[src/lkf_pkg.sv]
// Shared types, constants and helpers for the linear Kalman filter step core.
// Holds the scratch memory map, request/result structs and saturation helper.
// No dependencies.
`default_nettype none

package lkf_pkg;

  // Largest supported dimensions; the memory map is laid out for these
  localparam int MAX_N = 4;
  localparam int MAX_M = 2;
  localparam int DEF_NUM_STATES = 4;
  localparam int DEF_NUM_MEAS = 2;

  localparam int MEM_DEPTH = 145;
  localparam int AW = 8;
  typedef logic [AW-1:0] addr_t;

  // Scratch memory map, row-major, row stride MAX_N or MAX_M
  localparam addr_t A_X   = 8'd0;
  localparam addr_t A_P   = 8'd4;
  localparam addr_t A_F   = 8'd20;
  localparam addr_t A_H   = 8'd36;
  localparam addr_t A_R   = 8'd44;
  localparam addr_t A_Q   = 8'd48;
  localparam addr_t A_NX  = 8'd64;
  localparam addr_t A_FP  = 8'd68;
  localparam addr_t A_Y   = 8'd84;
  localparam addr_t A_PHT = 8'd88;
  localparam addr_t A_S   = 8'd96;
  localparam addr_t A_SI  = 8'd100;
  localparam addr_t A_KG  = 8'd104;
  localparam addr_t A_IKH = 8'd112;
  localparam addr_t A_NP  = 8'd128;
  localparam addr_t A_DET = 8'd144;

  localparam logic signed [31:0] FX_ONE = 32'sd65536;
  localparam logic signed [31:0] FX_MAX = 32'sh7FFFFFFF;
  localparam logic signed [31:0] FX_MIN = 32'sh80000000;
  localparam logic signed [35:0] ACC_MAX = 36'sd2147483647;
  localparam logic signed [35:0] ACC_MIN = -36'sd2147483648;

  typedef enum logic [1:0] {
    REQ_LOAD    = 2'd0,
    REQ_PREDICT = 2'd1,
    REQ_UPDATE  = 2'd2,
    REQ_NONE    = 2'd3
  } req_type_e;

  localparam logic [2:0] SEL_X = 3'd0;
  localparam logic [2:0] SEL_P = 3'd1;
  localparam logic [2:0] SEL_F = 3'd2;
  localparam logic [2:0] SEL_H = 3'd3;
  localparam logic [2:0] SEL_R = 3'd4;
  localparam logic [2:0] SEL_Q = 3'd5;

  typedef struct packed {
    logic [1:0]         req_type;
    logic [2:0]         matrix_select;
    logic [1:0]         row_index;
    logic [1:0]         col_index;
    logic signed [31:0] load_value;
    logic signed [31:0] meas_first;
    logic signed [31:0] meas_second;
  } req_t;

  typedef struct packed {
    logic [1:0]         est_index;
    logic signed [31:0] est_value;
    logic               singular_flag;
    logic               last_flag;
  } est_t;

  // Control that travels with each product term through the MAC
  typedef struct packed {
    logic  first;     // first term of an element
    logic  last;      // last term, write the element
    logic  neg;       // subtract this term
    logic  b_one;     // second operand is 1.0
    logic  ident;     // start from 1.0 instead of 0
    logic  post_sub;  // result is z - sum
    logic  zsel;      // which z
    addr_t dest;
  } mac_tag_t;

  // Element address, stride MAX_N
  function automatic addr_t at4(input addr_t base, input logic [2:0] r, input logic [2:0] c);
    return base + {r[2:0], 2'b00} + {5'b0, c};
  endfunction

  // Element address, stride MAX_M
  function automatic addr_t at2(input addr_t base, input logic [2:0] r, input logic [2:0] c);
    return base + {4'b0, r[2:0], 1'b0} + {5'b0, c};
  endfunction

  function automatic logic signed [31:0] sat36(input logic signed [35:0] v);
    if (v > ACC_MAX) begin
      return FX_MAX;
    end else if (v < ACC_MIN) begin
      return FX_MIN;
    end else begin
      return v[31:0];
    end
  endfunction

endpackage

`default_nettype wire

[src/lkf_mac.sv]
// Shared pipelined multiply-accumulate: multiply, scale and saturate, accumulate,
// then final saturation and write-back. Depends on lkf_pkg.
`default_nettype none

module lkf_mac
  import lkf_pkg::*;
(
  input  wire logic               clk,
  input  wire logic               rst,
  input  wire logic               v_in,
  input  wire mac_tag_t           tag_in,
  input  wire logic signed [31:0] a,
  input  wire logic signed [31:0] b,
  input  wire logic signed [31:0] z0,
  input  wire logic signed [31:0] z1,
  output logic                    we,
  output addr_t                   waddr,
  output logic signed [31:0]      wdata,
  output logic                    busy
);

  logic               v2, v3, v4;
  mac_tag_t           tag2, tag3, tag4;
  logic signed [31:0] bsel;
  logic signed [63:0] prod;
  logic signed [47:0] q, qt;
  logic signed [31:0] qs;
  logic signed [32:0] term;
  logic signed [35:0] acc;
  logic signed [31:0] r, zval;

  // valid pipe
  always_ff @(posedge clk) begin
    if (rst) begin
      v2 <= 1'b0;
      v3 <= 1'b0;
      v4 <= 1'b0;
    end else begin
      v2 <= v_in;
      v3 <= v2;
      v4 <= v3;
    end
  end

  // stage 2: product
  assign bsel = tag_in.b_one ? FX_ONE : b;
  always_ff @(posedge clk) begin
    prod <= a * bsel;
    tag2 <= tag_in;
  end

  // stage 3: divide by 2^16 toward zero, saturate, apply sign
  assign q  = prod[63:16];
  assign qt = q + {47'b0, prod[63] & (|prod[15:0])};
  always_comb begin
    if (qt > 48'sd2147483647) begin
      qs = FX_MAX;
    end else if (qt < -48'sd2147483648) begin
      qs = FX_MIN;
    end else begin
      qs = qt[31:0];
    end
  end
  always_ff @(posedge clk) begin
    term <= tag2.neg ? -{qs[31], qs} : {qs[31], qs};
    tag3 <= tag2;
  end

  // stage 4: accumulate
  always_ff @(posedge clk) begin
    if (tag3.first) begin
      acc <= (tag3.ident ? 36'sd65536 : 36'sd0) + 36'(term);
    end else begin
      acc <= acc + 36'(term);
    end
    tag4 <= tag3;
  end

  // write-back
  assign r     = sat36(acc);
  assign zval  = tag4.zsel ? z1 : z0;
  assign wdata = tag4.post_sub ? sat36(36'(zval) - 36'(r)) : r;
  assign waddr = tag4.dest;
  assign we    = v4 & tag4.last;
  assign busy  = v_in | v2 | v3 | v4;

endmodule

`default_nettype wire

[config.mk]
export PLATFORM = sky130hd
export DESIGN_NAME = lkf_mac
export DESIGN_NICKNAME = d
export VERILOG_FILES = /design/src/lkf_pkg.sv /design/src/lkf_mac.sv
export SDC_FILE = /design/constraint.sdc
export NUM_CORES = 2
export LEC_CHECK = 0
export ABC_AREA = 1
export BUFFER_PORTS_ARGS = -buffer_cell sky130_fd_sc_hd__buf_2
export CAP_MARGIN = 25
export CORE_ASPECT_RATIO = 1.2
export CORE_MARGIN = 4
export CORE_UTILIZATION = 45
export DETAILED_ROUTE_END_ITERATION = 7
export PLACE_DENSITY = 0.57
export SYNTH_ARGS = -nofsm -noshare
export SYNTH_HDL_FRONTEND = slang
export SYNTH_SLANG_ARGS = --single-unit
[constraint.sdc]
create_clock -name clk -period 14.6 [get_ports clk]
set_clock_uncertainty 0.15 [all_clocks]
set_input_delay 2.92 -clock clk [delete_from_list [all_inputs] [get_ports clk]]
set_output_delay 2.92 -clock clk [all_outputs]
set_load 0.01 [all_outputs]
# Word level (Yosys, flattened, before mapping)
# Index checks and enable logic that the tools add are counted.
op_classes:
  n_addsub: 5
  mul: 1
  order_cmp: 6
  mux: 12
  bitwise_logic: 5
  reduce_logical: 1
op_table:
  columns: ["op", "count"]
  rows:
  - ["32-bit two-way mux", 9]
  - ["32-bit by 32-bit multiplier with 64-bit output", 1]
  - ["48-bit by 1-bit adder with 48-bit output", 1]
  - ["48-bit by 32-bit greater-than comparator with 1-bit output, second input constant", 1]
  - ["48-bit by 32-bit less-than comparator with 1-bit output, second input constant", 1]
  - ["36-bit by 33-bit adder with 36-bit output", 1]
  - ["36-bit by 32-bit greater-than comparator with 1-bit output, second input constant", 1]
  - ["36-bit by 32-bit less-than comparator with 1-bit output, second input constant", 1]
  - ["36-bit two-way mux", 1]
  - ["18-bit by 33-bit adder with 34-bit output", 1]
  - ["33-bit by 32-bit greater-than comparator with 1-bit output, second input constant", 1]
  - ["33-bit by 32-bit less-than comparator with 1-bit output, second input constant", 1]
  - ["33-bit two-way mux", 1]
  - ["33-bit negator", 1]
  - ["32-bit by 32-bit subtractor with 33-bit output", 1]
  - ["17-bit two-way mux", 1]
  - ["16-bit OR reduction", 1]
  - ["1-bit OR", 3]
  - ["1-bit bitwise AND", 2]
totals:
  reg_bits: 174
  in_bits: 146
  out_inout_bits: 42

# Depth between registers and ports, before layout
logic_depth:
  word_depth: 8
  ltp_mapped: 35
  depth_no_buf: 33

# Worst setup path before layout
# OpenSTA, ideal clock, no wires.
synth_path:
  path_kind: "in2reg"
  from: "in tag_in[11] in the netlist's numbering"
  to: "reg prod[58]"
  setup_ns: 0.120
  t_arrival_ns: 10.269
  setup_slack_ns: 4.061
  path_stages: 29
  path_buffers: 3
  cell_sequence: "inv_1 -> buf_1 -> buf_1 -> nand2_1 -> clkbuf_1 -> nor2_1 -> ha_1 -> fa_1 -> fa_1 -> fa_1 -> inv_1 -> fa_1 -> inv_1 -> fa_1 -> inv_1 -> fa_1 -> inv_1 -> fa_1 -> ha_1 -> nand2_1 -> nor2_1 -> nand2_1 -> nor4_1 -> nand3_1 -> o2111ai_1 -> nand2_1 -> o211ai_1 -> a21oi_1 -> xnor2_1"
synth_via:
  elab_chain_cells: 2
synth_lines:
  columns: ["item", "line_no", "source"]
  rows:
  - ["start, declared", "lkf_mac.sv:11", "input wire mac_tag_t tag_in,"]
  - ["32-bit two-way mux", "lkf_mac.sv:46", "assign bsel = tag_in.b_one ? FX_ONE : b;"]
  - ["32-bit by 32-bit multiplier with 64-bit output", "lkf_mac.sv:48", "prod <= a * bsel;"]
  - ["end signal, assigned", "lkf_mac.sv:48", null]
  - ["end, declared", "lkf_mac.sv:25", "logic signed [63:0] prod;"]
# No other way between the ends.
# A chain may end at the register's enable or synchronous reset.

# Final worst setup path
layout_path:
  from: "in a[31]"
  to: "reg prod[62]"
layout_via:
  elab_chain_cells: 1
layout_lines:
  columns: ["item", "line_no", "source"]
  rows:
  - ["start, declared", "lkf_mac.sv:12", "input wire logic signed [31:0] a,"]
  - ["32-bit by 32-bit multiplier with 64-bit output", "lkf_mac.sv:48", null]
# No other way between the ends.

==> summary.txt <==
Place
  – Worst slack at placement: 2.34 ns
  – Placer Congestion: 0.952
  – HPWL Detailed: 130 mm
  – PortBufs: 187

Critical path
  – Worst Path Max Fanout: 25
  – Slowest stage delay, CP: 1.00 ns
  – WS Path Type: in -> reg
  – WP data arrival: 12.11 ns
  – Crit path top cell by count: fa_1
  – CP Data Required Time: 14.84 ns
  – CP endpoint kind: register
  – Crit-path slowest cell: fa_1
  – Buf+Inv Stages, Crit Path: 6
  – CP delay by family, top: adder cells
  – Startpoint types: primary input

Global routing
  – Gr usage total: 0.294
  – First-pass GRT wire length: 241 mm
  – Initial antenna violation count: 3
  – Remaining Overflow, GRT: 0
  – Vias in the first global route: 40987
  – Largest net degree at the start of global routing: 61

STA
  – Final hold vios: 0
  – Final setup viols: 0
  – Worst-margin pin slew: 1.06 ns
  – Slew headroom: 0.289
  – Setup TNS: 0 ns
  – Final Max Slew Viols: 0
  – Max Freq: 84.3 MHz
  – RSZ-0062 raised after global routing: no
  – Final period util: 0.813
  – Min setup slack post-route: 2.73 ns
  – Final Critical Period: 11.87 ns

CTS
  – CTS Buf Count: 17
  – CTS H-tree lvls: 4
  – CTS Hold Bufs: 0
  – TritonCTS clock tree: built
  – CTS max path bufs: 2
  – Post-CTS Setup Bufs: 0
  – Reg clk slew, reported paths: 0.07 ns
  – Clk root buf: clkbuf_16
  – Clk_lat worst skew: 0.47 ns
  – Post-CTS Resized: 0
  – Clk sinks: 174

Floorplanning
  – Die area: 109000 sq um
  – DIE HEIGHT: 361 um
  – Core area: 103000 sq um
  – I/O pin count: 188
  – Initial Util: 0.453
  – FP Rows: 129
  – Die Wd: 302 um

Logic synthesis
  – Largest cells by area after synthesis: fa_1 (46%), inv_1 (10%), nand2_1 (8.8%)
  – Number of synthesized flops with an enable pin: 0
  – Synth warn: 0
  – Area leader, netlist: fa_1
  – Synth cell types: 54
  – Top-area cell type share of the netlist area: 0.464
  – Syn_nets: 7249
  – Gate Count Post-Synth: 5763
  – Mapped Avg Cell Area: 8.11 sq um
  – Seq/Total Area, Yosys: 0.0745
  – Asr flop ratio synth: 0
  – Commonest cells post-synth: inv_1 (1240), nand2_1 (1100), fa_1 (1084)
  – Synthesized cell area: 46700 sq um
  – Synth Register Bits: 174
  – Count leader, synth: inv_1
  – Post-synth top flop: dfxtp_1

Final layout
  – Fin util: 0.481
  – Multi-input logic area: 37600 sq um
  – Layout cells sized above 1: 0.0629
  – Register area: 3480 sq um
  – Nets: 7306
  – Layout fillers: 10334
  – Synthesis-to-finish area growth: 6.19%

Run
  – Max-Cap Viols: 0

Worst hold path
  – HP Class: reg -> reg

Routing
  – Final wirelength: 156 mm
  – # DRC: 0
  – Via count: 37950
  – DR WL/cell: 21.7 um
  – First drt pass iteration count: 5
  – DRT antenna net count: 0
  – Iter 0 DRT Violations: 2462
  – Vias per std cell: 5.26

Run status
  – Status: finished clean
-- registers in the layout, indices dropped and copies added (netlist names) --
signal	count
v4	1
tag4	3
acc	36
tag3	13
prod	64
waddr	8
v2	1
term	33
v3	1
tag2	14
-- layout by cell type (no fill, tap or decap), types with 3 or more instances in the layout --
cell	n
buf_4	66
nand4_1	29
xor2_1	92
or2_2	17
nand2_1	1100
a21o_1	13
nand3_1	113
clkbuf_16	17
mux2_2	30
nor2_2	11
o21bai_1	5
dfxtp_1	174
clkinv_1	19
nor3_1	16
o21ai_0	138
buf_2	187
inv_6	5
o211ai_1	7
nor4_1	16
o21a_1	5
a21boi_0	36
nor2_1	800
xnor2_1	70
inv_1	1240
o221ai_1	3
nand2_2	8
a31oi_1	20
o21ai_1	6
o31ai_1	8
nand3b_1	5
ha_1	256
clkinvlp_4	3
nor3b_1	4
fa_1	1084
a211oi_1	3
inv_8	3
inv_2	5
a21oi_1	186
o2111ai_1	4
nor2_4	4
-- stage by stage --
stage	hold WS [ns]	instance area (sq um)	cells
floorplan	0.160	46700	5763
global placement	0.160	49000	7174
detailed placement	0.164	49000	7174
CTS	0.171	49600	7206
global route	0.184	49600	7208
finish	0.170	49600	7209
-- cell families after synthesis --
kind of cell,count (synthesis),share of synthesized area
AND/OR/NAND/NOR,2130,0.181
buffers and inverters,1481,0.120
adder cells (fa/ha/maj),1340,0.533
AO/OA/AOI/OAI,445,0.0537
flip-flops,174,0.0745
XOR/XNOR,162,0.0304
multiplexers,31,0.00744
-- path summary, 6_finish.rpt --
check	endpoint	startpoint	slack, ns	depth (start not counted)
min	waddr[7]	tag3[7]	0.17	0
max	prod[62]	a[31]	2.73	27
max reg2reg	term[10]	prod[63]	9.50	26
min reg2reg	waddr[7]	tag3[7]	0.17	0
-- layer usage --
layer | wire length [um] | share of wire | up-vias | GRT usage
met5 | 18 | 0.00012 | - | 0
met4 | 11700 | 0.075 | 2 | 0.176
met3 | 11200 | 0.072 | 450 | 0.0522
met2 | 76500 | 0.49 | 1432 | 0.508
met1 | 57100 | 0.36 | 18995 | 0.341
li1 | - | - | 17071 | -
-- worst register-to-register path, delay by kind of cell, from the launching register on --
family	cells	cell delay [ns]
AO/OA/AOI/OAI	3	0.64
XOR/XNOR	1	0.23
adder cells (fa/ha/maj)	3	0.94
buffers and inverters	5	0.84
flip-flops	1	0.46
AND/OR/NAND/NOR	14	1.73
-- cell type report --
type,count,area share
Clock inverter,15,0.00295
Tap cell,1375,0.0347
Timing Repair Buffer,255,0.0296
Multi-Input combinational cell,4108,0.758
Antenna cell,1,0.0000504
Inverter,1264,0.0956
Sequential cell,174,0.0702
Clock buffer,17,0.00857
Power is left out: the tool's default activity adds up to more than one toggle a clock period on the data nets, which glitch-free logic cannot reach.
