[src/lkf_pkg.sv]
// Shared types, constants and helpers for the linear Kalman filter step core.
// Holds the scratch memory map, request/result structs and saturation helper.
// No dependencies.
`default_nettype none

package lkf_pkg;

  // Largest supported dimensions; the memory map is laid out for these
  localparam int MAX_N = 4;
  localparam int MAX_M = 2;
  localparam int DEF_NUM_STATES = 4;
  localparam int DEF_NUM_MEAS = 2;

  localparam int MEM_DEPTH = 145;
  localparam int AW = 8;
  typedef logic [AW-1:0] addr_t;

  // Scratch memory map, row-major, row stride MAX_N or MAX_M
  localparam addr_t A_X   = 8'd0;
  localparam addr_t A_P   = 8'd4;
  localparam addr_t A_F   = 8'd20;
  localparam addr_t A_H   = 8'd36;
  localparam addr_t A_R   = 8'd44;
  localparam addr_t A_Q   = 8'd48;
  localparam addr_t A_NX  = 8'd64;
  localparam addr_t A_FP  = 8'd68;
  localparam addr_t A_Y   = 8'd84;
  localparam addr_t A_PHT = 8'd88;
  localparam addr_t A_S   = 8'd96;
  localparam addr_t A_SI  = 8'd100;
  localparam addr_t A_KG  = 8'd104;
  localparam addr_t A_IKH = 8'd112;
  localparam addr_t A_NP  = 8'd128;
  localparam addr_t A_DET = 8'd144;

  localparam logic signed [31:0] FX_ONE = 32'sd65536;
  localparam logic signed [31:0] FX_MAX = 32'sh7FFFFFFF;
  localparam logic signed [31:0] FX_MIN = 32'sh80000000;
  localparam logic signed [35:0] ACC_MAX = 36'sd2147483647;
  localparam logic signed [35:0] ACC_MIN = -36'sd2147483648;

  typedef enum logic [1:0] {
    REQ_LOAD    = 2'd0,
    REQ_PREDICT = 2'd1,
    REQ_UPDATE  = 2'd2,
    REQ_NONE    = 2'd3
  } req_type_e;

  localparam logic [2:0] SEL_X = 3'd0;
  localparam logic [2:0] SEL_P = 3'd1;
  localparam logic [2:0] SEL_F = 3'd2;
  localparam logic [2:0] SEL_H = 3'd3;
  localparam logic [2:0] SEL_R = 3'd4;
  localparam logic [2:0] SEL_Q = 3'd5;

  typedef struct packed {
    logic [1:0]         req_type;
    logic [2:0]         matrix_select;
    logic [1:0]         row_index;
    logic [1:0]         col_index;
    logic signed [31:0] load_value;
    logic signed [31:0] meas_first;
    logic signed [31:0] meas_second;
  } req_t;

  typedef struct packed {
    logic [1:0]         est_index;
    logic signed [31:0] est_value;
    logic               singular_flag;
    logic               last_flag;
  } est_t;

  // Control that travels with each product term through the MAC
  typedef struct packed {
    logic  first;     // first term of an element
    logic  last;      // last term, write the element
    logic  neg;       // subtract this term
    logic  b_one;     // second operand is 1.0
    logic  ident;     // start from 1.0 instead of 0
    logic  post_sub;  // result is z - sum
    logic  zsel;      // which z
    addr_t dest;
  } mac_tag_t;

  // Element address, stride MAX_N
  function automatic addr_t at4(input addr_t base, input logic [2:0] r, input logic [2:0] c);
    return base + {r[2:0], 2'b00} + {5'b0, c};
  endfunction

  // Element address, stride MAX_M
  function automatic addr_t at2(input addr_t base, input logic [2:0] r, input logic [2:0] c);
    return base + {4'b0, r[2:0], 1'b0} + {5'b0, c};
  endfunction

  function automatic logic signed [31:0] sat36(input logic signed [35:0] v);
    if (v > ACC_MAX) begin
      return FX_MAX;
    end else if (v < ACC_MIN) begin
      return FX_MIN;
    end else begin
      return v[31:0];
    end
  endfunction

endpackage

`default_nettype wire

[src/lkf_div.sv]
// Radix-2 restoring divider for (num * 2^16) / den, truncated and saturated.
// 48 steps per quotient. Depends on lkf_pkg.
`default_nettype none

module lkf_div
  import lkf_pkg::*;
(
  input  wire logic               clk,
  input  wire logic               rst,
  input  wire logic               start,
  input  wire logic signed [32:0] num,
  input  wire logic signed [31:0] den,
  output logic                    done,
  output logic signed [31:0]      quo
);

  logic        busy;
  logic [5:0]  cnt;
  logic [47:0] dvd;
  logic [31:0] rem, dmag;
  logic        qneg;
  logic [32:0] nmag, dm33, rem_sh;
  logic        ge;

  assign nmag   = num[32] ? -num : num;
  assign dm33   = den[31] ? -{den[31], den} : {den[31], den};
  assign rem_sh = {rem, dvd[47]};
  assign ge     = rem_sh >= {1'b0, dmag};

  // control
  always_ff @(posedge clk) begin
    if (rst) begin
      busy <= 1'b0;
      done <= 1'b0;
      cnt  <= '0;
    end else begin
      done <= 1'b0;
      if (start) begin
        busy <= 1'b1;
        cnt  <= 6'd47;
      end else if (busy) begin
        cnt <= cnt - 6'd1;
        if (cnt == 6'd0) begin
          busy <= 1'b0;
          done <= 1'b1;
        end
      end
    end
  end

  // datapath: quotient bits shift into the dividend register
  always_ff @(posedge clk) begin
    if (start) begin
      dvd  <= {nmag[31:0], 16'b0};
      rem  <= '0;
      dmag <= dm33[31:0];
      qneg <= num[32] ^ den[31];
    end else if (busy) begin
      rem <= ge ? 32'(rem_sh - {1'b0, dmag}) : rem_sh[31:0];
      dvd <= {dvd[46:0], ge};
    end
  end

  // sign and saturation
  always_comb begin
    if (qneg) begin
      quo = (dvd > 48'd2147483648) ? FX_MIN : 32'(32'd0 - dvd[31:0]);
    end else begin
      quo = (dvd > 48'd2147483647) ? FX_MAX : dvd[31:0];
    end
  end

endmodule

`default_nettype wire

[config.mk]
export PLATFORM = sky130hd
export DESIGN_NAME = lkf_div
export DESIGN_NICKNAME = d
export VERILOG_FILES = /design/src/lkf_pkg.sv /design/src/lkf_div.sv
export SDC_FILE = /design/constraint.sdc
export NUM_CORES = 1
export LEC_CHECK = 0
export ABC_AREA = 1
export BUFFER_PORTS_ARGS = -buffer_cell sky130_fd_sc_hd__buf_4
export CORE_MARGIN = 5
export CORE_UTILIZATION = 49
export CTS_CLUSTER_SIZE = 20
export DETAILED_ROUTE_END_ITERATION = 8
export MAX_ROUTING_LAYER = met4
export PLACE_DENSITY = 0.75
export SLEW_MARGIN = 20
export SYNTH_ARGS = -nofsm -noshare
export SYNTH_HDL_FRONTEND = slang
export SYNTH_SLANG_ARGS = --single-unit
[constraint.sdc]
create_clock -name clk -period 3.1 [get_ports clk]
set_input_delay 0.62 -clock clk [delete_from_list [all_inputs] [get_ports clk]]
set_output_delay 0.62 -clock clk [all_outputs]
set_load 0.01 [all_outputs]
After elaboration in Yosys (flattened, before gate mapping)
Index checks and enable logic that the tools add are counted.
- add/subtract/negate cells: 5
- order comparisons: 3
- multiplexer cells: 14
- bitwise gates (word level): 2
- reduce and logical (&&, ||, !) cells: 4
- operators with widths (kind ; count):
    $mux W32 ; 5
    $mux W48 ; 2
    $neg A32 Y32 ; 2
    $gt A48 B31 Y1 const B ; 1
    $gt A48 B32 Y1 const B ; 1
    $ge A33 B32 Y1 ; 1
    $sub A1 B32 Y32 const A ; 1
    $sub A32 B32 Y32 ; 1
    $mux W31 ; 1
    $mux W6 ; 2
    $logic_not A6 Y1 ; 1
    $sub A6 B1 Y6 const B ; 1
    $mux W1 ; 4
    $reduce_or A3 Y1 ; 1
    $reduce_bool A2 Y1 ; 1
    $reduce_or A2 Y1 ; 1
    $not A1 Y1 ; 1
    $xor A1 B1 Y1 ; 1
- register bits: 121
- output and inout port bits: 33
- word-level logic and storage cells: 38

Depth between registers and ports, before layout
Gate-level depths: netlist of the first run.
- word-level depth: 4
- gate-level depth with buffers: 16
- depth with buffers taken out: 16

Worst setup path after synthesis of the first run
OpenSTA, ideal clock, no wires.
- path type: input port to flip-flop
- start: input start
- end: register dvd[16], enable pin
- library setup time: 0.409 ns
- arrival time: 2.241 ns
- path slack: 0.450 ns
- stages on the path: 4
- path buffers: 2
- path through: clkbuf_1 -> nor2_1 -> clkinv_1 -> clkbuf_1
- word-level cells in the longest chain between the ends: 1
- RTL lines (item ; RTL line ; source):
    start: declaration ; lkf_div.sv:10 ; input wire logic start,
    $reduce_bool A2 Y1 (no line) ; n/a ;
    end signal: assignment ; lkf_div.sv:54 ; dvd <= {nmag[31:0], 16'b0};
    end signal: assignment ; lkf_div.sv:60 ; dvd <= {dvd[46:0], ge};
    end: declaration ; lkf_div.sv:19 ; logic [47:0] dvd;
Every way passes these cells.
A chain may end at the register's enable or synchronous reset.

Worst setup path in the final report of the first run
- start: register dvd[0]
- end: output quo[20]
- word-level cells in the longest chain between the ends: 3
- RTL lines (item ; RTL line ; source):
    $gt A48 B31 Y1, or another cell as far along ; lkf_div.sv:69 ; quo = (dvd > 48'd2147483647) ? FX_MAX : dvd[31:0];
    $mux W32, on equally long branches ; lkf_div.sv:69, lkf_div.sv:67 ;
    $mux W32 (*) ; lkf_div.sv:66 ; if (qneg) begin
    end: declaration ; lkf_div.sv:14 ; output logic signed [31:0] quo
Mark *: on every way between the ends. The rest lies on a longest branch, timed or not.

==> flow_summary.yaml, run 1 <==
hold_path:
  hold_depth: 2
  hold_path_class: "primary input to flip-flop"
  holdPathEnd: "cnt[3]$_SDFFE_PP0P_"
  min_from: "rst"
sta:
  whs_ps: 403.7
  fmax_ghz: 0.3361
  rsz0062_at_grt: "yes"
  hold_viol: 0
  skew_ps: 11.52
  fin_crit_ps: 2975
  fin_crit_sh_pct: 95.97
  finalSetupTns_ps: 0
  worstMarginPinSlew_ps: 766.0
  drv_slew: 0
  max_slew_margin_pct: 48.88
  setup-violations-final: 0
synth:
  ys_types: 45
  syn_inst: 1575
  seq_area_frac_synth_pct: 30.39
  yosysWarnings: 0
  syn_area_per_cell_um2: 6.420
  synth.net_count: 1681
  ys_seq_elements: 121
  syn-cell-area_um2: 10110
detailed_routing:
  vias: 10170
  dr.pass1.iters: 5
  antenna_left: 0
  drc: 0
  via_per_inst: 5.227
  drt-total-wl_um: 28570
  drt_iter0_drc: 717
  routedWlPerCell_um: 14.68
pwr:
  intPower_mw: 3.193
  power_density_nw_per_um2: 396.3
  seq_power_share_pct: 40.4
  peakVddDrop_mv: 0.3420
  power_frac_clock_pct: 39.8
  p_sw_share_pct: 31.00
  p_comb_share_pct: 19.8
  switching_power_mw: 1.435
  p_leak_nw: 5.862
placement:
  numPortBuffers: 100
  place_congestion: 0.9799
  placed_cells: 1913
  dpl-instance-area_um2: 11090
  dpl.hpwl_um: 22520
floorplan:
  rows: 52
  die_w_um: 153.7
  design.core.area_um2: 20300
  pin_count: 101
  start_util_pct: 49.82
  dieArea_um2: 23610
  die_h_um: 153.7
critical_path:
  r2r-end: "rem[27]$_SDFFE_PP0P_"
  cp-startpoint: "dvd[0]$_SDFFE_PP0P_"
  cp-start-kind: "flip-flop"
  cp-end-kind: "output port"
  crit-reg2reg-launch: "dmag[27]$_DFFE_PP_"
  worst-path-max-fanout: 28
  cp_data_required_time_ps: 2480
  reg2reg_depth: 14
  path_class: "flip-flop to output port"
  arrival_ps: 2360
  reg2reg_slack_ps: 610
flow_run:
  maxCapViolCount: 0
final_layout:
  stdcell_count: 1946
  drive_gt1_share_pct: 11.28
  postLayoutCellArea_um2: 11680
  area_growth_pct: 15.48
  mostFrequentLayoutCell: "nand2_1"
  diodes: 0
  fill_cells: 2014
  nets: 1769
  layout_common_cells: "nand2_1, inv_1, nor2_1, nand3_1, buf_4"
clock_tree:
  htree_levels: 4
  numCtsBuffers: 17
  clockRootBuffer: "clkbuf_16"
  clk_latency_ps: 430
  cts.path.max_buffers: 2
  cts_tree: "done"
  clkSinkCount: 121
  clkTransAtPathRegs_ps: 60
grt:
  grt_use_total_pct: 24.81
  grt_pass1_vias: 9511
  grt_max_degree: 59
  grt_pass1_wl_um: 46890
  antenna_found_initial: 0
  overflow: 0
status:
  status: "complete, no violations"
## worst max-delay path: stages (launching register included)
cell     delay, ps
dfxtp_1        310
inv_2          100
ha_4           170
nand3_2        150
nor2_4         160
and2_2         180
nand4_1        120
nand2_1        130
nand2_1         90
buf_6          200
o21ai_0        180
buf_4          140
## logic make-up (layout without fill, tap and decap cells)
kind of cell,count (synthesis),count (layout),share of synthesized area (%)
DFF,121,121,30.39
buffers and inverters,316,417,12.21
and+or+nand+nor,821,821,35.10
adders and majority gates,38,38,4.776
AOI/OAI and AO/OA,206,206,11.20
xor gates and xnor gates,73,73,6.323
## what timing repair did
action,4_1_cts,5_1_grt
pin swaps,0,2
buffers inserted,0,1
cloned,0,0
resized for setup,5,20
hold buffers,0,0
setup endpoints to repair,28,30
## sequential cells by signal, summed over array words and instances, names as in the netlist
register and count:
done 1, rem 32, qneg 1, dvd 48
cnt 6, busy 1, dmag 32
## synthesized netlist by cell type, drive strengths merged
cell type	instances	area [um2]
nand2	459	1743
inv	274	1028
nor2	144	570.6
nand3	130	670.6
o21ai	125	663.1
edfxtp	65	1952
dfxtp	56	1121
xor2	51	446.7
a21oi	44	220.2
ha	37	462.9
nand4	29	181.4
nor3	27	160.2
clkbuf	24	90.09
o22ai	23	143.9
xnor2	22	192.7
buf	17	112.6
nand3b	16	120.1
nor4	5	31.28
and2	4	26.28
or2	4	25.02
o21bai	3	22.52
a31oi	2	12.51
nor3b	2	15.01
o211ai	2	15.01
o21a	2	15.01
o31ai	2	15.01
a211oi	1	7.510
a221oi	1	8.760
and3	1	6.260
clkinv	1	3.750
fa	1	20.02
o32ai	1	8.760
## per-stage QoR
stage / power, mW / setup WS [ps] / utilization [%]
finish: 4.628 / 124.9 / 57.53
global route: 4.849 / -77.00 / 57.53
CTS: 4.646 / 24.29 / 57.39
detailed placement: 2.803 / 341.7 / 54.61
global placement: 2.790 / 498.5 / 54.61
floorplan: 2.457 / 450.1 / -
## routing by layer
layer | vias up | track usage, % | routed length (um)
met5 | - | - | 0
met4 | 0 | 6.602 | 554
met3 | 38 | 4.778 | 1493
met2 | 257 | 40.07 | 13320
met1 | 4652 | 32.11 | 13210
li1 | 5225 | - | -
## how the worst max path moves through the flow
stage | end | slack [ps] | cells past startpoint
2_1_floorplan | dvd[16]$_DFFE_PP_ | 450 | 4
3_3_place_gp | quo[21] | 500 | 11
3_5_place_dp | quo[19] | 340 | 11
4_1_cts | quo[25] | 20 | 11
5_1_grt | quo[31] | -80 | 8
6_report | quo[20] | 120 | 11
## area by class of cell
cell class              instances  area (um2)  share of cell area (%)
flip-flops and latches        121        3073                   26.32
clock inverters                14       113.9                  0.9750
multi-input cells            1138        5849                   50.09
repair buffers                110       842.1                   7.211
clock buffers                  18       429.2                   3.675
well taps                     270       337.8                   2.893
inverters                     275        1032                   8.840
## power by group through the flow
stage               logic, mW  registers (mW)  clock network, mW
floorplan               0.573            1.88                  0
global placement        0.893            1.90                  0
detailed placement      0.901            1.90                  0
CTS                     0.907            1.87               1.87
global route             1.03            1.88               1.94
finish                  0.917            1.87               1.84
No activity file was read; power rests on OpenSTA's default activity.
==> run 2: changes to the inputs <==
ABC_AREA = 0   (was 1)
PLACE_DENSITY = 0.76   (was 0.75)
==> run 2 against run 1 <==
Via count down 15%. Synthesized cell count decreased by 34%. Clock skew shrank 1.8 ps. Highest routed layer unchanged. The run now ends with negative setup slack left. Largest power group is now the clock network.
==> flow_summary.yaml, run 2 <==
status:
  status: "complete, but fails checks"
  violations: "negative setup slack"
synth:
  seq_area_frac_synth_pct: 35.00
  syn-cell-area_um2: 8780
  yosysWarnings: 0
  synth_flop_cell: "edfxtp_1"
  netlist_top_cells_count: "nor2_1, nand2_1, a21oi_1"
  yosysMostFrequentCell: "nor2_1"
  ys_types: 63
  syn_inst: 1041
  synth.net_count: 1147
  syn_area_per_cell_um2: 8.434
  ys_seq_elements: 121
  synth_async_sr_flop_share_pct: 0
  synthTopCellsByArea: "edfxtp_1, dfxtp_1, xnor2_1"
  yosysTopAreaCell: "edfxtp_1"
  synth_edf_count: 65
  yosysTopAreaCellShare_pct: 22.23
detailed_routing:
  drc: 0
  routedWlPerCell_um: 16.33
  drt_iter0_drc: 528
  vias: 8596
  dr.pass1.iters: 5
  via_per_inst: 5.769
  antenna_left: 0
  drt-total-wl_um: 24340
sta:
  rsz0062_at_grt: "yes"
  hold_viol: 0
  max_slew_margin_pct: 49.76
  fin_crit_sh_pct: 124.9
  setup-violations-final: 34
  finalSetupTns_ps: -19950
  drv_slew: 0
  worstMarginPinSlew_ps: 753.7
  whs_ps: 410.6
  fmax_ghz: 0.2583
  fin_crit_ps: 3872
  setup_slack_ps: -772.0
  skew_ps: 9.708
final_layout:
  top_regs: "dvd (48), dmag (32), rem (32)"
  layout_common_cells: "buf_4, nor2_1, nand2_1, a21oi_1, xnor2_1"
  mostFrequentLayoutCell: "buf_4"
  area_growth_pct: 37.35
  postLayoutCellArea_um2: 12060
  stdcell_count: 1490
  regMostFlops: "dvd"
  largest_register_ffs: 48
  nets: 1354
  drive_gt1_share_pct: 30.61
  fin_util_pct: 67.83
  diodes: 0
floorplan:
  design.core.area_um2: 17780
  die_w_um: 143.9
  start_util_pct: 49.38
  rows: 49
  dieArea_um2: 20690
  pin_count: 101
  die_h_um: 143.9
critical_path:
  critical_path.slowest_cell: "or4_4"
  path_class: "flip-flop to output port"
  path_common_cell: "or4_4"
  reg2reg_depth: 11
  cp_data_required_time_ps: 2480
  worst-path-max-fanout: 2
  crit_chain: "or4_4, or4_4, nor2_4, nand2_1, or3_1, or4_4, o21ai_2, nand2_1, o311ai_2, buf_4"
  arrival_ps: 3250
  cp_slowest_stage_delay_ps: 530
  cp-end-kind: "output port"
  cp-start-kind: "flip-flop"
pwr:
  p_sw_share_pct: 30.17
  peakVddDrop_mv: 0.3933
  power_mw: 5.901
  switching_power_mw: 1.780
  power_frac_clock_pct: 36.1
  p_leak_nw: 5.071
  p_comb_share_pct: 30.5
  intPower_mw: 4.121
  seq_power_share_pct: 33.4
  power_density_nw_per_um2: 489.3
placement:
  numPortBuffers: 100
  dp_slack_ps: -528.5
  place_congestion: 0.9370
  dpl-instance-area_um2: 10720
  placed_cells: 1418
  dpl.hpwl_um: 16840
clock_tree:
  clockRootBuffer: "clkbuf_16"
  cts_hold_buf: 0
  clk_latency_ps: 420
  cts.path.max_buffers: 2
  clkTransAtPathRegs_ps: 60
  cts_tree: "done"
  clkSinkCount: 121
  htree_levels: 4
  numCtsBuffers: 17
grt:
  grt_pass1_vias: 8303
  grt_pass1_wl_um: 39070
  overflow: 0
  grt_use_total_pct: 23.66
  grt_max_degree: 48
  antenna_found_initial: 0
hold_path:
  hold_path_class: "primary input to flip-flop"
  hold_depth: 1
flow_run:
  maxCapViolCount: 0
## run 2: cells by family (layout without fill, tap and decap cells)
| family | after synthesis | after routing | synth area share (%) |
|---|---|---|---|
| buffers and inverters | 117 | 337 | 5.016 |
| AOI/OAI and AO/OA | 300 | 300 | 22.77 |
| adders and majority gates | 38 | 38 | 5.501 |
| DFF | 121 | 121 | 35.00 |
| xor gates and xnor gates | 94 | 94 | 9.377 |
| muxes | 33 | 33 | 3.805 |
| and+or+nand+nor | 338 | 338 | 18.53 |
## run 2: worst max-delay path: cells and delay by family (launching register included)
family	cells	cell delay (ps)
and+or+nand+nor	7	2140
DFF	1	320
AOI/OAI and AO/OA	2	200
buffers and inverters	1	160
## run 2: layout make-up
type / instances / area [um2]
clock buffer: 22 / 474.2
clock inverter: 10 / 166.4
fill: 1386 / 5720
inverter: 55 / 206.4
multi-input combinational: 803 / 5847
sequential: 121 / 3080
tap: 229 / 286.5
timing repair buffer: 250 / 1998
## run 2: worst paths after layout
path,endpoint,slack [ps],start
worst min register to register,rem[19]$_SDFFE_PP0P_,500,rem[19]$_SDFFE_PP0P_
worst max-delay path,quo[30],-770,dvd[5]$_SDFFE_PP0P_
worst max register to register,rem[31]$_SDFFE_PP0P_,200,dmag[15]$_DFFE_PP_
worst min-delay path,dmag[0]$_DFFE_PP_,410,den[0]
## run 2: power by group through the flow
| stage | Combinational [mW] | Sequential, mW | Clock [mW] |
|---|---|---|---|
| after floorplan | 1.11 | 1.97 | 0 |
| after global placement | 1.60 | 1.99 | 0 |
| after detailed placement | 1.63 | 2.00 | 0 |
| after CTS | 1.71 | 1.97 | 2.17 |
| after global routing | 1.97 | 1.99 | 2.24 |
| final | 1.80 | 1.97 | 2.13 |
## run 2: what timing repair did
action | in CTS | in global routing
pin swaps | 28 | 29
resized for setup | 51 | 52
buffers inserted | 32 | 11
cloned | 2 | 0
endpoints found under the setup margin | 34 | 61
## run 2: metal layers
metal	up-vias	global-route usage (%)	wire (um)
li1	4217	-	-
met1	4041	29.77	10420
met2	294	39.07	12040
met3	44	4.293	1431
met4	0	6.739	442
met5	-	-	0
==> run 3: changes to the inputs <==
CORE_ASPECT_RATIO = 0.75   (was default)
CORE_UTILIZATION = 25   (was 49)
PLACE_DENSITY = 0.48   (was 0.76)
==> run 3 against run 2 <==
Largest cell class unchanged. Clock power is 7% lower. Global-route usage is 10 points lower. Core utilization is 33 points lower. The run still ends with negative setup slack left. Highest routed layer unchanged. Via count is 4.4% lower. Largest power group is now sequential cells. First-iteration DRC count is 6.6% higher. Total power is 2.5% lower. Worst hold slack better by 8.3 ps. Setup slack better by 110 ps.
==> flow_summary.yaml, run 3 (synthesis gave the netlist of run 2 again) <==
grt:
  grt_max_degree: 89
  grt_pass1_wl_um: 41350
  grt_use_total_pct: 13.33
  grt_pass1_vias: 7715
  antenna_found_initial: 0
  overflow: 0
sta:
  setup_slack_ps: -666.4
  fmax_ghz: 0.2655
  fin_crit_sh_pct: 121.5
  rsz0062_at_grt: "yes"
  drv_slew: 0
  worstMarginPinSlew_ps: 758.4
  hold_viol: 0
  setup-violations-final: 34
  fin_crit_ps: 3766
  whs_ps: 418.9
  max_slew_margin_pct: 49.44
  skew_ps: 11.92
  finalSetupTns_ps: -16080
detailed_routing:
  wl_met1_um: 14130
  top_layer: "met4"
  drt_iter0_drc: 563
  vias: 8217
  drt-total-wl_um: 25630
  drc: 0
  routedWlPerCell_um: 15.02
  antenna_left: 0
  dr.pass1.iters: 5
  met2_length_um: 10340
  wl_met3_um: 1015
  via_per_inst: 4.817
final_layout:
  largest_register_ffs: 48
  nets: 1342
  layout_common_cells: "buf_4, nor2_1, nand2_1, a21oi_1, xnor2_1"
  drive_gt1_share_pct: 29.62
  diodes: 0
  top_regs: "dvd (48), dmag (32), rem (32)"
  regMostFlops: "dvd"
  area_growth_pct: 38.96
  mostFrequentLayoutCell: "buf_4"
critical_path:
  cp_num_buf_inv: 1
  critical_path.slowest_cell: "or4_4"
  path_common_cell: "or4_4"
  reg2reg_depth: 12
  cp_slowest_stage_delay_ps: 540
  crit_chain: "or4_4, or4_4, nor2_4, nand2_2, or3_4, or4_4, o21ai_2, nand2_1, o311ai_2, buf_4"
  cp-startpoint: "dvd[8]$_SDFFE_PP0P_"
  cp_data_required_time_ps: 2480
  cp-end-kind: "output port"
  path_class: "flip-flop to output port"
  worst-path-max-fanout: 2
  cp_top_family: "simple AND/OR/NAND/NOR gates"
  crit-reg2reg-launch: "dmag[0]$_DFFE_PP_"
  r2r-end: "rem[20]$_SDFFE_PP0P_"
  cp-start-kind: "flip-flop"
  reg2reg_slack_ps: 200
  arrival_ps: 3150
floorplan:
  dieArea_um2: 39010
  die_h_um: 172.3
  die_w_um: 226.4
  design.core.area_um2: 34700
  rows: 59
  start_util_pct: 25.30
  pin_count: 101
pwr:
  intPower_mw: 3.904
  p_comb_share_pct: 31.2
  p_sw_share_pct: 32.13
  switching_power_mw: 1.848
  power_density_nw_per_um2: 471.5
  seq_power_share_pct: 34.3
  power_frac_clock_pct: 34.5
  peakVddDrop_mv: 0.3456
  p_leak_nw: 5.007
placement:
  place_congestion: 0.8507
  dpl.hpwl_um: 19540
  numPortBuffers: 100
hold_path:
  hold_path_class: "primary input to flip-flop"
  holdPathEnd: "dmag[0]$_DFFE_PP_"
  hold_depth: 1
  min_from: "den[0]"
clock_tree:
  clkTransAtPathRegs_ps: 60
  clk_latency_ps: 410
  cts.path.max_buffers: 2
  clockRootBuffer: "clkbuf_16"
  numCtsBuffers: 17
  clkSinkCount: 121
  cts_tree: "done"
  htree_levels: 4
flow_run:
  maxCapViolCount: 0
status:
  status: "complete, but fails checks"
  violations: "negative setup slack"
run 3: power by group through the flow:
stage	registers, mW	clock network (mW)	logic [mW]
5_1_grt	1.99	2.12	1.99
6_report	1.98	1.98	1.79
4_1_cts	1.97	2.05	1.77
2_1_floorplan	1.97	0	1.11
3_3_place_gp	2.01	0	1.71
3_5_place_dp	2.01	0	1.71
run 3: layout make-up:
class | count | area [um2]
Clock buffer | 17 | 425.4
Clock inverter | 15 | 163.9
Fill cell | 3582 | 22500
Inverter | 55 | 206.4
Multi-Input combinational cell | 803 | 5802
Sequential cell | 121 | 3078
Tap cell | 457 | 571.8
Timing Repair Buffer | 238 | 1953
run 3: per-layer routing:
| metal | up-vias | GRT usage, % |
|---|---|---|
| met5 | - | - |
| met4 | 0 | 2.562 |
| met3 | 9 | 2.138 |
| met2 | 154 | 17.84 |
| met1 | 3870 | 20.89 |
| li1 | 4184 | - |
run 3: timing repair:
action / 4_1_cts / 5_1_grt
hold endpoints to repair: 0 / 0
buffers inserted: 8 / 6
gates resized for setup: 47 / 37
pin swaps: 20 / 24
gates cloned: 0 / 1
endpoints found under the setup margin: 34 / 65
hold buffers: 0 / 0
run 3: worst register-to-register path, cell delays in order (launching register included):
cell      delay (ps)
edfxtp_1         410
ha_1             220
buf_4            140
fa_1             380
nand2b_1         170
a21o_1           180
a31o_2           230
o21ai_0          280
a31o_2           250
a21oi_1          100
xnor2_1          170
mux2i_1           90
a211oi_1         210
run 3: metrics by stage:
step	cells	setup slack (ps)	util, %	power (mW)	instance area [um2]
final	1706	-666.4	35.16	5.752	12200
after global routing	1706	-773.0	35.16	6.099	12200
after CTS	1699	-726.9	34.51	5.786	11970
after detailed placement	1659	-496.1	32.15	3.722	11160
after global placement	1659	-487.6	32.15	3.719	11160
after floorplan	1041	-343.9	-	3.077	9119
run 3: worst max path at each step:
stage / slack [ps] / to / depth (start not counted)
floorplan: -340 / dvd[46]$_DFFE_PP_ / 9
global placement: -490 / dvd[46]$_DFFE_PP_ / 9
detailed placement: -500 / dvd[46]$_DFFE_PP_ / 9
CTS: -730 / quo[30] / 10
global route: -770 / quo[30] / 12
finish: -670 / quo[30] / 10
